===== src/rtl/rcdc_pkg.sv =====
package rcdc_pkg;

	// Sizes and defaults.
	localparam int PACKET_BYTES_DEF = 9;
	localparam int QUEUE_DEPTH_DEF = 4;
	localparam int RX_COUNT_W = 4;
	localparam int CFG_INDEX_W = 3;
	localparam int CFG_DATA_W = 16;

	// Configuration register indexes.
	localparam logic [CFG_INDEX_W-1:0] REG_SERVO_CENTER = 3'd0;
	localparam logic [CFG_INDEX_W-1:0] REG_SERVO_RANGE = 3'd1;
	localparam logic [CFG_INDEX_W-1:0] REG_ESC_NEUTRAL = 3'd2;
	localparam logic [CFG_INDEX_W-1:0] REG_ESC_MIN = 3'd3;
	localparam logic [CFG_INDEX_W-1:0] REG_ESC_MAX = 3'd4;
	localparam logic [CFG_INDEX_W-1:0] REG_FAILSAFE = 3'd5;
	localparam logic [CFG_INDEX_W-1:0] REG_SPEED_WINDOW = 3'd6;

	// Command opcodes.
	localparam logic [1:0] OP_BYTE = 2'd0;
	localparam logic [1:0] OP_TICK = 2'd1;
	localparam logic [1:0] OP_PULSE = 2'd2;

	// Packet status codes.
	localparam logic [1:0] ST_NONE = 2'd0;
	localparam logic [1:0] ST_OK = 2'd1;
	localparam logic [1:0] ST_LENGTH = 2'd2;
	localparam logic [1:0] ST_CHECKSUM = 2'd3;

	// Floor division by 100 as a multiply by ceil(2^32 / 100) and a shift.
	// The excess of the constant is 4, so the result is exact below 2^30.
	localparam int RECIP_W = 26;
	localparam int RECIP_SHIFT = 32;
	localparam logic [RECIP_W-1:0] RECIP_100 = 26'd42949673;

	// What the back end does to the drive outputs for one word.
	typedef enum logic [1:0] {
		ACT_NONE = 2'd0,
		ACT_FAILSAFE = 2'd1,
		ACT_APPLY = 2'd2
	} act_t;

	typedef struct packed {
		logic [1:0] opcode;
		logic [7:0] byte_value;
		logic       last_byte;
	} cmd_t;

	typedef struct packed {
		logic [11:0] steer_us;
		logic [11:0] esc_us;
		logic        led1_on;
		logic        led2_on;
		logic        fan_on;
		logic        failsafe_active;
		logic [1:0]  packet_status;
		logic [15:0] window_pulses;
		logic [15:0] max_window_pulses;
	} res_t;

	typedef struct packed {
		logic [10:0] servo_center_us;
		logic [9:0]  steer_swing_us;
		logic [11:0] esc_neutral_us;
		logic [11:0] esc_min_us;
		logic [11:0] esc_max_us;
		logic [15:0] silence_limit;
		logic [15:0] window_len;
	} cfg_t;

	localparam cfg_t CFG_RESET = '{
		servo_center_us: 11'd1500,
		steer_swing_us: 10'd400,
		esc_neutral_us: 12'd1500,
		esc_min_us: 12'd1000,
		esc_max_us: 12'd2000,
		silence_limit: 16'd500,
		window_len: 16'd100
	};

	// Drive outputs after reset: servo center and throttle neutral.
	localparam logic [11:0] DRIVE_STEER_RST = 12'd1500;
	localparam logic [11:0] DRIVE_ESC_RST = 12'd1500;

	// Word handed from the front end to the back end through the queue.
	typedef struct packed {
		act_t        act;
		logic [15:0] steering;
		logic [15:0] throttle;
		logic [2:0]  switches;
		logic        failsafe_active;
		logic [1:0]  packet_status;
		logic [15:0] window_pulses;
		logic [15:0] max_window_pulses;
	} work_t;

endpackage


===== src/rtl/rcdc_front.sv =====
module rcdc_front #(
	parameter int PACKET_BYTES = rcdc_pkg::PACKET_BYTES_DEF
) (
	input  logic            clk,
	input  logic            arst_n,
	input  logic            take,
	input  rcdc_pkg::cmd_t  cmd_word,
	input  rcdc_pkg::cfg_t  cfg,
	output rcdc_pkg::work_t work
);
	import rcdc_pkg::*;

	localparam int PAYLOAD = PACKET_BYTES - 1;
	localparam int IDX_W = $clog2(PAYLOAD);
	localparam logic [RX_COUNT_W-1:0] PAYLOAD_CNT = RX_COUNT_W'(PAYLOAD);
	localparam logic [RX_COUNT_W-1:0] COUNT_MAX = '1;
	localparam logic [15:0] SAT16 = 16'hFFFF;

	logic [7:0]            rx_bytes_q [PAYLOAD];
	logic [RX_COUNT_W-1:0] rx_count_q, rx_count_d;
	logic [7:0]            rx_xor_q, rx_xor_d;
	logic [15:0]           pend_steer_q, pend_steer_d;
	logic [15:0]           pend_throttle_q, pend_throttle_d;
	logic [2:0]            pend_sw_q, pend_sw_d;
	logic                  pend_valid_q, pend_valid_d;
	logic [15:0]           silence_q, silence_d;
	logic [15:0]           window_q, window_d;
	logic [15:0]           pulse_q, pulse_d;
	logic [15:0]           last_win_q, last_win_d;
	logic [15:0]           max_win_q, max_win_d;
	logic [15:0]           silence_inc, window_inc, pulse_inc;
	logic                  store_en;
	logic [1:0]            status;
	act_t                  act;

	// Saturating increments of the three counters.
	assign silence_inc = (silence_q == SAT16) ? silence_q : silence_q + 16'd1;
	assign window_inc = (window_q == SAT16) ? window_q : window_q + 16'd1;
	assign pulse_inc = (pulse_q == SAT16) ? pulse_q : pulse_q + 16'd1;

	// Classify the incoming word and work out the next receiver and timer state.
	always_comb begin
		rx_count_d = rx_count_q;
		rx_xor_d = rx_xor_q;
		pend_steer_d = pend_steer_q;
		pend_throttle_d = pend_throttle_q;
		pend_sw_d = pend_sw_q;
		pend_valid_d = pend_valid_q;
		silence_d = silence_q;
		window_d = window_q;
		pulse_d = pulse_q;
		last_win_d = last_win_q;
		max_win_d = max_win_q;
		store_en = 1'b0;
		status = ST_NONE;
		act = ACT_NONE;
		unique case (cmd_word.opcode)
			OP_BYTE: begin
				if (cmd_word.last_byte) begin
					if (rx_count_q != PAYLOAD_CNT) begin
						status = ST_LENGTH;
					end else if (rx_xor_q != cmd_word.byte_value) begin
						status = ST_CHECKSUM;
					end else begin
						status = ST_OK;
						pend_steer_d = {rx_bytes_q[1], rx_bytes_q[0]};
						pend_throttle_d = {rx_bytes_q[3], rx_bytes_q[2]};
						pend_sw_d = {rx_bytes_q[7] != 8'd0, rx_bytes_q[6] != 8'd0,
							rx_bytes_q[5] != 8'd0};
						pend_valid_d = 1'b1;
						silence_d = '0;
					end
					rx_count_d = '0;
					rx_xor_d = '0;
				end else begin
					// Bytes past the payload are counted but neither stored nor summed.
					if (rx_count_q < PAYLOAD_CNT) begin
						store_en = 1'b1;
						rx_xor_d = rx_xor_q ^ cmd_word.byte_value;
					end
					if (rx_count_q != COUNT_MAX) begin
						rx_count_d = rx_count_q + 1'b1;
					end
				end
			end
			OP_TICK: begin
				window_d = window_inc;
				if (window_inc >= cfg.window_len) begin
					last_win_d = pulse_q;
					if (pulse_q > max_win_q) begin
						max_win_d = pulse_q;
					end
					pulse_d = '0;
					window_d = '0;
				end
				silence_d = silence_inc;
				if (silence_inc > cfg.silence_limit) begin
					act = ACT_FAILSAFE;
				end else if (pend_valid_q) begin
					act = ACT_APPLY;
					pend_valid_d = 1'b0;
				end
			end
			OP_PULSE: begin
				pulse_d = pulse_inc;
			end
			default: begin
				status = ST_NONE;
			end
		endcase
	end

	// Word for the back end.
	always_comb begin
		work.act = act;
		work.steering = pend_steer_q;
		work.throttle = pend_throttle_q;
		work.switches = pend_sw_q;
		work.failsafe_active = (silence_d > cfg.silence_limit);
		work.packet_status = status;
		work.window_pulses = last_win_d;
		work.max_window_pulses = max_win_d;
	end

	// Payload bytes of the packet being received.
	always_ff @(posedge clk) begin
		if (take && store_en) begin
			rx_bytes_q[rx_count_q[IDX_W-1:0]] <= cmd_word.byte_value;
		end
	end

	// Receiver, pending command and timer state.
	always_ff @(posedge clk or negedge arst_n) begin
		if (!arst_n) begin
			rx_count_q <= '0;
			rx_xor_q <= '0;
			pend_steer_q <= '0;
			pend_throttle_q <= '0;
			pend_sw_q <= '0;
			pend_valid_q <= 1'b0;
			silence_q <= '0;
			window_q <= '0;
			pulse_q <= '0;
			last_win_q <= '0;
			max_win_q <= '0;
		end else if (take) begin
			rx_count_q <= rx_count_d;
			rx_xor_q <= rx_xor_d;
			pend_steer_q <= pend_steer_d;
			pend_throttle_q <= pend_throttle_d;
			pend_sw_q <= pend_sw_d;
			pend_valid_q <= pend_valid_d;
			silence_q <= silence_d;
			window_q <= window_d;
			pulse_q <= pulse_d;
			last_win_q <= last_win_d;
			max_win_q <= max_win_d;
		end
	end

endmodule


===== config.mk =====
export PLATFORM = sky130hd
export DESIGN_NAME = rcdc_front
export DESIGN_NICKNAME = d
export VERILOG_FILES = /design/src/rtl/rcdc_pkg.sv /design/src/rtl/rcdc_front.sv
export SDC_FILE = /design/constraint.sdc
export NUM_CORES = 1
export LEC_CHECK = 0
export ABC_AREA = 1
export BUFFER_PORTS_ARGS = -buffer_cell sky130_fd_sc_hd__buf_4
export CELL_PAD_IN_SITES_DETAIL_PLACEMENT = 1
export CELL_PAD_IN_SITES_GLOBAL_PLACEMENT = 1
export CORE_MARGIN = 8
export CORE_UTILIZATION = 25
export DETAILED_ROUTE_END_ITERATION = 8
export GPL_TIMING_DRIVEN = 0
export PLACE_DENSITY = 0.56
export SLEW_MARGIN = 20
export SYNTH_ARGS = -nofsm -noshare
export SYNTH_HDL_FRONTEND = slang
export SYNTH_SLANG_ARGS = --single-unit

===== constraint.sdc =====
create_clock -name clk -period 3.1 [get_ports clk]
set_input_delay 0.155 -clock clk [delete_from_list [all_inputs] [get_ports clk]]
set_output_delay 0.155 -clock clk [all_outputs]
set_load 0.02 [all_outputs]

==> flow_metrics.tcl <==
set metrics [dict create \
    run_status "finished with violations" \
    failed_checks "negative setup slack" \
    crit_path_end_kind "output pin" \
    largest_net_degree_at_the_start_of_global_routing 71 \
    hold_viol_final 0 \
    cts-buffers-inserted 17 \
    grt_pass1_wl_um 56300 \
    cts_tree "done" \
    placed_cells_incl_taps 1882 \
    first_global_vias 10000 \
    io_pins 175 \
    drt-vias-per-instance 4.61 \
    ys_top_cells_by_count "325 x sky130_fd_sc_hd__nand2_1, 161 x sky130_fd_sc_hd__inv_1, 128 x sky130_fd_sc_hd__dfrtp_1" \
    placement_rows 75 \
    highest_utilization_routing_layer_at_the_global_route_stage "met2" \
    crit_chain "ha_4 > and3_4 > nand2_4 > nor2_4 > inv_4 > bufbuf_16 > nand2_1 > ha_4 > nand4_1 > a21oi_2 > nor2_4 > a21oi_4 > buf_6 > nand2_8 > buf_12 > nand2_2 > and2_4 > buf_6" \
    hp-class "in2reg" \
    min_period_over_period_pct 120 \
    critPathSlowestCell "sky130_fd_sc_hd__dfrtp_2" \
    ys_ff_latch 184 \
    die_w_um 220 \
    gp_congestion 0.809 \
    port-buffer-count 116 \
    worst_ep_required_time_ps 2940 \
    clk_path_buf_depth 2 \
    worst_slew_margin_rel_pct 29.9 \
    ant_nets 0 \
    skew_ps 11.2 \
    crit_path_max_fanout 5 \
    crit_path_max_incr_delay_ps 430 \
    post_synth_instance_area_um2 10400 \
    wl_per_cell_um 18.0 \
    timing.max_cap.violations 0 \
    area_growth_pct 43.4 \
    synth.yosys.seq_area_share_pct 46.8 \
    ctsHtreeMaxLevel 4 \
    post-layout-total-power_uw 8720 \
    synth.lib_cells_used.distinct 43 \
    vias 9309 \
    ys_warn_count 0 \
    post_synth_inst_count 1226 \
    final_cell_count_no_fill 2019 \
    globalRouteMet1Util_pct 19.0 \
    startpoint_type "register" \
    max_clock_freq_mhz 269 \
    critPathArrivalTime_ps 3570 \
    grt_util_met3_pct 2.87 \
    die_h_um 220 \
    post-dp-hpwl_um 24500 \
    vdd_drop_max_uv 411 \
    synth_async_reset_ratio_pct 69.6 \
    grt.overflow.total 0 \
    sinks_on_the_clock_net 184 \
    timing_worst_setup_path_type "reg2out" \
    clk_pin_slew_worst_paths_ps 70 \
    fraction_of_final_layout_cells_sized_beyond_drive_strength_1_pct 35.7 \
    final_period_minus_worst_setup_slack_ps 3720 \
    drt-total-wl_um 36300 \
    worst_slack_ps -623 \
    pwr_density_cell_nw_per_um2 583 \
    synth-edff-count 56 \
    grt_setup_unrepaired "true" \
    drv_slew 0 \
    synth_area_per_cell_um2 8.52 \
    yosys.cell_count.top_type "sky130_fd_sc_hd__nand2_1" \
    worst_pin_slew_ps 1040 \
    clk_root_buf "sky130_fd_sc_hd__clkbuf_16" \
    initial_core_utilization_pct 25.1 \
    design.core.area_um2 41600 \
    synth-main-ff-cell "sky130_fd_sc_hd__dfrtp_1" \
    detail_route.iter0.violations 427 \
    yosys-top-cells-area "sky130_fd_sc_hd__dfrtp_1 31%, sky130_fd_sc_hd__edfxtp_1 16%, sky130_fd_sc_hd__nand2_1 12%, sky130_fd_sc_hd__ha_1 8.3%, sky130_fd_sc_hd__inv_1 5.8%" \
    clkLatencyLatePin_ps 460 \
    grt_util_met2_pct 25.9 \
    drt_pass1_iterations 4 \
    yosys.area.top_type "sky130_fd_sc_hd__dfrtp_1" \
    nets 1638 \
    antenna_found_initial 2 \
    detail_route.drc_violations 0 \
    setup_viol 54 \
    die-area_um2 48600 \
    synth_top_area_share_pct 30.7 \
    p_leak_uw 0.00712 \
    groute.usage.overall_pct 15.1 \
    final_core_area_utilization_pct 36.0 \
    setup_tns_ps -22880 \
    syn-num-nets 1398 \
    fillCellCount 4773 \
]
## state kept, by name, indices dropped and copies added (netlist names)
| name | cells |
|---|---|
| rx_bytes_q | 56 |
| last_win_q | 16 |
| max_win_q | 16 |
| pend_steer_q | 16 |
| pend_throttle_q | 16 |
| pulse_q | 16 |
| silence_q | 16 |
| window_q | 16 |
| rx_xor_q | 8 |
| rx_count_q | 4 |
| pend_sw_q | 3 |
| pend_valid_q | 1 |
## placed cells by master, fill, tap and decap left out, drive strengths merged, types with 3 or more instances in the layout
cell,count
nor2,71
dfrtp,128
dlygate4sd3,10
xnor2,13
o21ai,84
a21oi,38
nor4,5
clkbuf,30
and2,18
o211ai,3
xor2,26
clkinv,7
nor3,33
edfxtp,56
nand2,337
o21a,4
ha,69
inv,171
mux2,32
buf,228
nand3,84
nand4,18
## critical path: cells and delay by family, from the launching register on
kind / cells / cell delay [ps]
DFF: 1 / 430
buffers and inverters: 5 / 780
and+or+nand+nor: 9 / 970
adders and majority gates: 2 / 480
AOI/OAI and AO/OA: 2 / 430
## logic make-up after synthesis
kind of cell	synth area share (%)
flip-flops	46.8
AND/OR/NAND/NOR	23.6
buffers and inverters	7.53
multiplexers	3.56
adder cells (fa/ha/maj)	8.27
AO/OA/AOI/OAI	6.97
XOR/XNOR	3.27
## path summary, 6_finish.rpt
| check | startpoint | end | slack [ps] | depth (start not counted) |
|---|---|---|---|---|
| worst max-delay path | window_q[0]$_DFFE_PN0P_ | work[11] | -620 | 18 |
| worst min-delay path | cmd_word[3] | rx_xor_q[2]$_DFFE_PN0P_ | 60 | 3 |
| worst max register to register | window_q[1]$_DFFE_PN0P_ | pulse_q[5]$_DFFE_PN0P_ | -560 | 26 |
| worst min register to register | rx_bytes_q[2][3]$_DFFE_PP_ | pend_throttle_q[3]$_DFFE_PN0P_ | 470 | 1 |
| max in group asynchronous | arst_n | pend_throttle_q[0]$_DFFE_PN0P_ | 2100 | 3 |
| min in group asynchronous | arst_n | last_win_q[1]$_DFFE_PN0P_ | 220 | 2 |
## cell type report
cell class	count	area, µm²	area share, %
Tap cell	539	674	4.51
Multi-Input combinational cell	846	5980	39.9
Timing Repair Buffer	220	1990	13.3
Clock buffer	21	450	3.01
Sequential cell	184	4900	32.7
Buffer	29	218	1.45
Antenna cell	1	2.50	0.0167
Clock inverter	11	115	0.769
Inverter	168	641	4.28
## stage by stage
stage	hold slack (ps)	instance area [µm²]	setup WS [ps]
3_5_place_dp	144	12100	-1080
6_report	61.3	15000	-623
2_1_floorplan	-141	10500	5.26
5_1_grt	61.3	15000	-764
3_3_place_gp	436	12000	-1060
4_1_cts	33.4	14200	-563
## what timing repair did
action                     CTS  global route
setup buffers               72            27
gates cloned                 4             2
resized for setup          211           134
pin swaps                   53            73
hold buffers                10             0
setup endpoints to repair  100            91
hold endpoints to repair   115             0
## power by group
group / total, µW / switching, µW / internal, µW
Sequential: 3110 / 295 / 2810
Clock: 2190 / 1050 / 1150
Combinational: 3420 / 1880 / 1540
## metal layers
layer / routed length [µm] / vias up / share of wire (%)
met2: 18200 / 114 / 50
met5: 11 / - / 0.030
met3: 917 / 48 / 2.5
met1: 16400 / 4645 / 45
li1: - / 4500 / -
met4: 711 / 2 / 2.0
No activity file was read; power rests on OpenSTA's default activity.
