===== src/rtl/rcdc_pkg.sv =====
package rcdc_pkg;

	// Sizes and defaults.
	localparam int PACKET_BYTES_DEF = 9;
	localparam int QUEUE_DEPTH_DEF = 4;
	localparam int RX_COUNT_W = 4;
	localparam int CFG_INDEX_W = 3;
	localparam int CFG_DATA_W = 16;

	// Configuration register indexes.
	localparam logic [CFG_INDEX_W-1:0] REG_SERVO_CENTER = 3'd0;
	localparam logic [CFG_INDEX_W-1:0] REG_SERVO_RANGE = 3'd1;
	localparam logic [CFG_INDEX_W-1:0] REG_ESC_NEUTRAL = 3'd2;
	localparam logic [CFG_INDEX_W-1:0] REG_ESC_MIN = 3'd3;
	localparam logic [CFG_INDEX_W-1:0] REG_ESC_MAX = 3'd4;
	localparam logic [CFG_INDEX_W-1:0] REG_FAILSAFE = 3'd5;
	localparam logic [CFG_INDEX_W-1:0] REG_SPEED_WINDOW = 3'd6;

	// Command opcodes.
	localparam logic [1:0] OP_BYTE = 2'd0;
	localparam logic [1:0] OP_TICK = 2'd1;
	localparam logic [1:0] OP_PULSE = 2'd2;

	// Packet status codes.
	localparam logic [1:0] ST_NONE = 2'd0;
	localparam logic [1:0] ST_OK = 2'd1;
	localparam logic [1:0] ST_LENGTH = 2'd2;
	localparam logic [1:0] ST_CHECKSUM = 2'd3;

	// Floor division by 100 as a multiply by ceil(2^32 / 100) and a shift.
	// The excess of the constant is 4, so the result is exact below 2^30.
	localparam int RECIP_W = 26;
	localparam int RECIP_SHIFT = 32;
	localparam logic [RECIP_W-1:0] RECIP_100 = 26'd42949673;

	// What the back end does to the drive outputs for one word.
	typedef enum logic [1:0] {
		ACT_NONE = 2'd0,
		ACT_FAILSAFE = 2'd1,
		ACT_APPLY = 2'd2
	} act_t;

	typedef struct packed {
		logic [1:0] opcode;
		logic [7:0] byte_value;
		logic       last_byte;
	} cmd_t;

	typedef struct packed {
		logic [11:0] steer_us;
		logic [11:0] esc_us;
		logic        led1_on;
		logic        led2_on;
		logic        fan_on;
		logic        failsafe_active;
		logic [1:0]  packet_status;
		logic [15:0] window_pulses;
		logic [15:0] max_window_pulses;
	} res_t;

	typedef struct packed {
		logic [10:0] servo_center_us;
		logic [9:0]  steer_swing_us;
		logic [11:0] esc_neutral_us;
		logic [11:0] esc_min_us;
		logic [11:0] esc_max_us;
		logic [15:0] silence_limit;
		logic [15:0] window_len;
	} cfg_t;

	localparam cfg_t CFG_RESET = '{
		servo_center_us: 11'd1500,
		steer_swing_us: 10'd400,
		esc_neutral_us: 12'd1500,
		esc_min_us: 12'd1000,
		esc_max_us: 12'd2000,
		silence_limit: 16'd500,
		window_len: 16'd100
	};

	// Drive outputs after reset: servo center and throttle neutral.
	localparam logic [11:0] DRIVE_STEER_RST = 12'd1500;
	localparam logic [11:0] DRIVE_ESC_RST = 12'd1500;

	// Word handed from the front end to the back end through the queue.
	typedef struct packed {
		act_t        act;
		logic [15:0] steering;
		logic [15:0] throttle;
		logic [2:0]  switches;
		logic        failsafe_active;
		logic [1:0]  packet_status;
		logic [15:0] window_pulses;
		logic [15:0] max_window_pulses;
	} work_t;

endpackage


===== src/rtl/rcdc_queue.sv =====
module rcdc_queue #(
	parameter int DEPTH = rcdc_pkg::QUEUE_DEPTH_DEF
) (
	input  logic            clk,
	input  logic            arst_n,
	input  logic            push,
	input  rcdc_pkg::work_t push_word,
	output logic            full,
	input  logic            pop,
	output rcdc_pkg::work_t pop_word,
	output logic            avail
);
	import rcdc_pkg::*;

	localparam int PTR_W = (DEPTH > 1) ? $clog2(DEPTH) : 1;
	localparam int CNT_W = $clog2(DEPTH + 1);
	localparam logic [PTR_W-1:0] LAST_PTR = PTR_W'(DEPTH - 1);
	localparam logic [CNT_W-1:0] FULL_CNT = CNT_W'(DEPTH);

	work_t            entries_q [DEPTH];
	logic [PTR_W-1:0] wr_ptr_q;
	logic [PTR_W-1:0] rd_ptr_q;
	logic [CNT_W-1:0] count_q;

	assign full = (count_q == FULL_CNT);
	assign avail = (count_q != '0);
	assign pop_word = entries_q[rd_ptr_q];

	// Storage for queued words.
	always_ff @(posedge clk) begin
		if (push) begin
			entries_q[wr_ptr_q] <= push_word;
		end
	end

	// Pointers and fill count.
	always_ff @(posedge clk or negedge arst_n) begin
		if (!arst_n) begin
			wr_ptr_q <= '0;
			rd_ptr_q <= '0;
			count_q <= '0;
		end else begin
			if (push) begin
				wr_ptr_q <= (wr_ptr_q == LAST_PTR) ? '0 : wr_ptr_q + 1'b1;
			end
			if (pop) begin
				rd_ptr_q <= (rd_ptr_q == LAST_PTR) ? '0 : rd_ptr_q + 1'b1;
			end
			unique case ({push, pop})
				2'b10: begin
					count_q <= count_q + 1'b1;
				end
				2'b01: begin
					count_q <= count_q - 1'b1;
				end
				default: begin
					count_q <= count_q;
				end
			endcase
		end
	end

endmodule


===== config.mk =====
export PLATFORM = sky130hd
export DESIGN_NAME = rcdc_queue
export DESIGN_NICKNAME = d
export VERILOG_FILES = /design/src/rtl/rcdc_pkg.sv /design/src/rtl/rcdc_queue.sv
export SDC_FILE = /design/constraint.sdc
export NUM_CORES = 1
export LEC_CHECK = 0
export ABC_AREA = 1
export ABC_CLOCK_PERIOD_IN_PS = 6500
export BUFFER_PORTS_ARGS = -buffer_cell sky130_fd_sc_hd__buf_4
export CORE_MARGIN = 5
export CORE_UTILIZATION = 30
export DETAILED_ROUTE_END_ITERATION = 10
export PLACE_DENSITY = 0.46
export SETUP_SLACK_MARGIN = 0.2
export SYNTH_ARGS = -nofsm -noshare
export SYNTH_HDL_FRONTEND = slang
export SYNTH_SLANG_ARGS = --single-unit
export TNS_END_PERCENT = 50

===== constraint.sdc =====
create_clock -name clk -period 6.5 [get_ports clk]
set_input_delay 0 -clock clk [delete_from_list [all_inputs] [get_ports clk]]
set_output_delay 0 -clock clk [all_outputs]
set_load 0.05 [all_outputs]

==> results.py, run 1 <==
metrics = {
    "run_status": {
        "status": "finished clean",
    },
    "place": {
        "io_buffers": 149,
        "globalplace.congestion": 0.684,
        "place_ws_ns": 3.82,
        "dp_hpwl_um": 13800,
    },
    "cells_and_area": {
        "diodes": 0,
        "fillers": 3843,
        "mostFrequentLayoutCells": "288 x edfxtp_1, 230 x nand2_1, 156 x buf_4",
        "final_nets": 1198,
        "areaGrowthSynthToFinish_pct": 27.8,
        "drive_gt1_share_pct": 18.3,
        "layout_commonest_cell": "edfxtp_1",
    },
    "floorplan": {
        "design.core.area_mm2": 0.0395,
        "die_h_um": 209,
        "io_pins": 150,
        "die_w_um": 209,
        "fp.dieArea_mm2": 0.0437,
        "initial_core_util_pct": 30.1,
        "rows": 73,
    },
    "timing": {
        "tns_ns": 0,
        "maxSlewHeadroom_pct": 28.8,
        "fin_crit_ns": 3.13,
        "max_clock_freq_mhz": 319,
        "slew_violations": 0,
        "finClkSkew_ns": 0.00765,
        "tightest_slew_ns": 1.07,
        "hold_violations": 0,
        "setup_slack_ns": 3.37,
        "setup_viol": 0,
        "rsz0062_at_grt": "no",
        "period_share_pct": 48.2,
    },
    "clocking": {
        "clock-sinks": 295,
        "clk_pin_slew_ns": 0.05,
        "ctsResizeCount": 0,
        "cts.path.max_buffers": 3,
        "numCtsBuffers": 35,
        "h-tree-depth": 2,
        "cts_setup_buffers": 0,
        "cts_tree": "built",
        "cts-root-buf": "clkbuf_16",
        "cts_hold_buf": 76,
        "clock_latency_ns": 0.51,
    },
    "critical_path": {
        "crit_path_end_kind": "primary output",
        "crit_arrival_ns": 3.13,
        "path_buf_inv": 3,
        "cpLargestDelayFamily": "buffers and inverters",
        "slowest_delay_ns": 0.83,
        "critPathSlowestCell": "buf_4",
        "crit_required_ns": 6.50,
        "startpoint_type": "flop",
        "critPathKind": "flop to primary output",
        "worst-path-max-fanout": 192,
        "crit_chain": "inv_8 > buf_4 > nand2_1 > o211ai_1 > nand2_1 > buf_4",
    },
    "global_routing": {
        "grt_pass1_vias": 7119,
        "grt_max_degree": 193,
        "grt_remaining_overflow": 0,
        "grt_pass1_wl_um": 40800,
        "grt.total_usage_pct": 11.9,
        "antenna_found_initial": 0,
    },
    "synthesis": {
        "ys_top_cells_by_area": "edfxtp_1 73%, o211ai_1 9.1%, nand2_1 7.3%",
        "async_flop_share_pct": 2.37,
        "synthCells": 893,
        "ys.flop_type": "edfxtp_1",
        "syn_area_per_cell_um2": 13.3,
        "syn_area_mm2": 0.0119,
        "synth_edf_count": 288,
        "ys_ff_latch": 295,
        "synth.largest_area_cell": "edfxtp_1",
        "syn_nets": 976,
        "ys_seq_area_share_pct": 74.3,
        "synth_top_cell_area_share_pct": 72.8,
        "ys_warn_count": 0,
        "synth_cell_types": 19,
    },
    "worst_hold_path": {
        "hp-class": "input port to flop",
    },
    "drt": {
        "ant_nets": 0,
        "first_pass_iters": 4,
        "vias_per_cell": 4.25,
        "vias": 7079,
        "drcViolationCount": 0,
        "drt_first_iter_violations": 276,
        "wl_per_cell_um": 15.6,
        "wirelength_um": 26000,
    },
    "power_and_ir_drop": {
        "vdd_drop_max_uv": 349,
        "power_density_mw_per_mm2": 481,
        "p_leak_uw": 0.00605,
    },
    "flow_run": {
        "cap_violations": 0,
    },
}
cell families (layout without fill, tap and decap cells):
group	after synthesis	in the layout	synth area share (%)
AOI/OAI and AO/OA	149	149	9.31
xor gates and xnor gates	1	1	0.0737
adders and majority gates	7	7	0.800
buffers and inverters	206	452	8.08
DFF	295	295	74.3
and+or+nand+nor	235	235	7.48
worst reg2reg max path, cell delays in order, from the launching register on:
cell,delay [ns]
dfrtp_1,0.41
inv_1,0.12
ha_1,0.15
nand2_1,0.06
clkinv_2,0.50
buf_4,0.75
through the flow:
stage          std cells  util, %  instance area (um2)  total power, uW  hold slack (ns)
2_1_floorplan        893        -                11900             4740           -0.296
3_3_place_gp        1527     33.9                13400             5580           -0.173
3_5_place_dp        1527     33.9                13400             5600           -0.168
4_1_cts             1664     38.5                15200             7470            0.181
5_1_grt             1664     38.5                15200             7730            0.204
6_report            1664     38.5                15200             7310            0.226
Yosys cell counts, types with 2 or more instances:
| cell type | instances |
|---|---|
| o21ai_0 | 4 |
| buf_6 | 19 |
| o211ai_1 | 144 |
| buf_2 | 23 |
| edfxtp_1 | 288 |
| inv_2 | 2 |
| ha_1 | 6 |
| inv_1 | 157 |
| dfrtp_1 | 7 |
| nand3_1 | 2 |
| buf_4 | 4 |
| nand2_1 | 230 |
registers in the layout (all words and copies together) (netlist names):
register	flops
rd_ptr_q	2
entries_q	288
count_q	3
wr_ptr_q	2
final cells by class:
| class | count | area (um2) | share of cell area [%] |
|---|---|---|---|
| Clock buffer | 42 | 945 | 6.22 |
| Clock inverter | 19 | 113 | 0.742 |
| Inverter | 159 | 611 | 4.02 |
| Multi-Input combinational cell | 392 | 2100 | 13.8 |
| Sequential cell | 295 | 8830 | 58.1 |
| Tap cell | 525 | 657 | 4.33 |
| Timing Repair Buffer | 232 | 1930 | 12.7 |
routing by layer:
metal	GRT usage (%)	wire length, um	up-vias
li1	-	-	3561
met1	14.9	11500	3362
met2	20.2	12700	121
met3	2.97	1270	35
met4	4.10	583	0
met5	0	0	-
report_power, final:
group          internal (uW)  switching, uW  leakage, uW
logic                    787           2210      0.00281
clock network           1070            727     0.000517
registers               2440           68.9      0.00273
worst paths after layout:
path,start,end,slack (ns),cells after the start
worst max-delay path,rd_ptr_q[0],pop_word[27],3.37,6
max in group asynchronous,arst_n,rd_ptr_q[1],5.70,3
worst min-delay path,push_word[19],entries_q[3][19],0.23,2
worst min register to register,count_q[2],count_q[2],0.47,2
min in group asynchronous,arst_n,wr_ptr_q[1],0.49,3
worst max register to register,wr_ptr_q[0],entries_q[2][55],4.14,5
Note: power is estimated with default switching activity, not from simulation.
==> inputs of run 2 (changes only) <==
- ABC_CLOCK_PERIOD_IN_PS: 6500 -> 3110
- clock period: 6.5 -> 3.11 ns (I/O delays scaled with it)
==> results.py, run 2 (synthesized netlist as in run 1, its figures left out) <==
metrics = {
    "clocking": {
        "cts_tree": "built",
        "ctsResizeCount": 0,
        "clock_latency_ns": 0.55,
        "cts.path.max_buffers": 3,
        "clk_pin_slew_ns": 0.06,
        "clock-sinks": 295,
        "cts_hold_buf": 76,
        "numCtsBuffers": 31,
        "cts-root-buf": "clkbuf_16",
        "h-tree-depth": 1,
        "cts_setup_buffers": 0,
    },
    "place": {
        "place_ws_ns": 1.12,
        "globalplace.congestion": 0.682,
        "io_buffers": 149,
        "dp_hpwl_um": 16200,
    },
    "critical_path": {
        "reg2reg_to": "entries_q[0][39]",
        "cpLargestDelayFamily": "buffers and inverters",
        "startpoint_type": "flop",
        "worst-path-max-fanout": 73,
        "critPathKind": "flop to primary output",
        "r2r_start": "wr_ptr_q[0]",
        "critPathSlowestCell": "buf_4",
        "slowest_delay_ns": 0.75,
        "crit_path_end_kind": "primary output",
        "crit_arrival_ns": 2.37,
        "reg2reg_depth": 5,
        "cp_common_cell": "buf_4",
        "crit_required_ns": 3.11,
        "path_buf_inv": 2,
        "crit_chain": "buf_4 > o211ai_1 > nand2_1 > buf_4",
        "r2r_slack_ns": 1.15,
    },
    "cells_and_area": {
        "largest_reg_flops": 288,
        "areaGrowthSynthToFinish_pct": 27.3,
        "final_nets": 1201,
        "mostFrequentLayoutCells": "288 x edfxtp_1, 230 x nand2_1, 156 x buf_4",
        "diodes": 0,
        "layout_commonest_cell": "edfxtp_1",
        "regMostFlops": "entries_q",
        "drive_gt1_share_pct": 17.9,
        "fillers": 3766,
        "top_regs": "entries_q: 288 flops, count_q: 3 flops",
    },
    "power_and_ir_drop": {
        "p_leak_uw": 0.00602,
        "vdd_drop_max_uv": 637,
        "power_density_mw_per_mm2": 985,
    },
    "drt": {
        "wirelength_um": 26900,
        "wl_per_cell_um": 16.2,
        "drt_first_iter_violations": 247,
        "vias_per_cell": 4.28,
        "first_pass_iters": 4,
        "vias": 7114,
        "ant_nets": 0,
        "drcViolationCount": 0,
    },
    "run_status": {
        "status": "finished clean",
    },
    "floorplan": {
        "design.core.area_mm2": 0.0395,
        "die_w_um": 209,
        "fp.dieArea_mm2": 0.0437,
        "die_h_um": 209,
        "rows": 73,
        "io_pins": 150,
        "initial_core_util_pct": 30.1,
    },
    "timing": {
        "setup_slack_ns": 0.735,
        "tns_ns": 0,
        "maxSlewHeadroom_pct": 34.4,
        "tightest_slew_ns": 0.985,
        "setup_viol": 0,
        "fin_crit_ns": 2.37,
        "hold_violations": 0,
        "rsz0062_at_grt": "no",
        "finClkSkew_ns": 0.0114,
        "period_share_pct": 76.4,
        "slew_violations": 0,
        "max_clock_freq_mhz": 421,
    },
    "global_routing": {
        "grt_max_degree": 88,
        "grt.total_usage_pct": 12.0,
        "grt_pass1_vias": 7006,
        "grt_pass1_wl_um": 41200,
        "antenna_found_initial": 3,
        "grt_remaining_overflow": 0,
    },
    "worst_hold_path": {
        "hp-start": "push_word[0]",
        "whs_endpoint": "entries_q[1][0]",
        "holdPathStages": 2,
        "hp-class": "input port to flop",
    },
    "flow_run": {
        "cap_violations": 0,
    },
}
==> run 2: stage by stage <==
step | util [%] | hold WS [ns] | total power [uW] | instance area, um2 | cells
finish | 38.3 | 0.190 | 14900 | 15100 | 1663
CTS | 38.3 | 0.156 | 15200 | 15100 | 1663
detailed placement | 34.2 | -0.174 | 11900 | 13500 | 1534
global placement | 34.2 | -0.176 | 11800 | 13500 | 1534
global route | 38.3 | 0.168 | 15800 | 15100 | 1663
floorplan | - | -0.296 | 9900 | 11900 | 893
==> run 2: routing by layer <==
layer	share of wire, %	wire length [um]	track usage (%)
met4	1.7	462	2.84
met3	4.5	1210	2.43
met2	47	12700	20.0
met1	46	12500	16.2
met5	0.13	34	0
==> run 2: worst max path at each step <==
stage | from | endpoint | slack [ns] | cells past startpoint
finish | rd_ptr_q[1] | pop_word[25] | 0.74 | 4
global route | rd_ptr_q[0] | pop_word[58] | 0.55 | 6
CTS | rd_ptr_q[1] | pop_word[65] | 0.66 | 5
detailed placement | wr_ptr_q[0] | entries_q[0][41] | 1.12 | 5
global placement | wr_ptr_q[0] | entries_q[0][41] | 1.11 | 5
floorplan | wr_ptr_q[0] | entries_q[0][0] | 0.60 | 4
==> run 2: power by group <==
part / internal (uW) / switching [uW] / total, uW
Clock: 1800 / 1410 / 3210
Combinational: 1740 / 4700 / 6440
Sequential: 5100 / 148 / 5250
Total: 8640 / 6260 / 14900
==> run 2: worst reg2reg max path, cell delays in order, from the launching register on <==
cell and delay (ns):
dfrtp_1 0.39, inv_1 0.09, ha_1 0.20, nand2_1 0.09
clkinv_2 0.46, buf_4 0.44
==> run 2: cell type report <==
class	instances	area, um2	area share (%)
clock buffers	39	806	5.33
clock inverters	14	58.8	0.389
repair buffers	239	2070	13.7
inverters	159	611	4.04
multi-input cells	392	2100	13.9
flip-flops and latches	295	8830	58.3
well taps	525	657	4.34
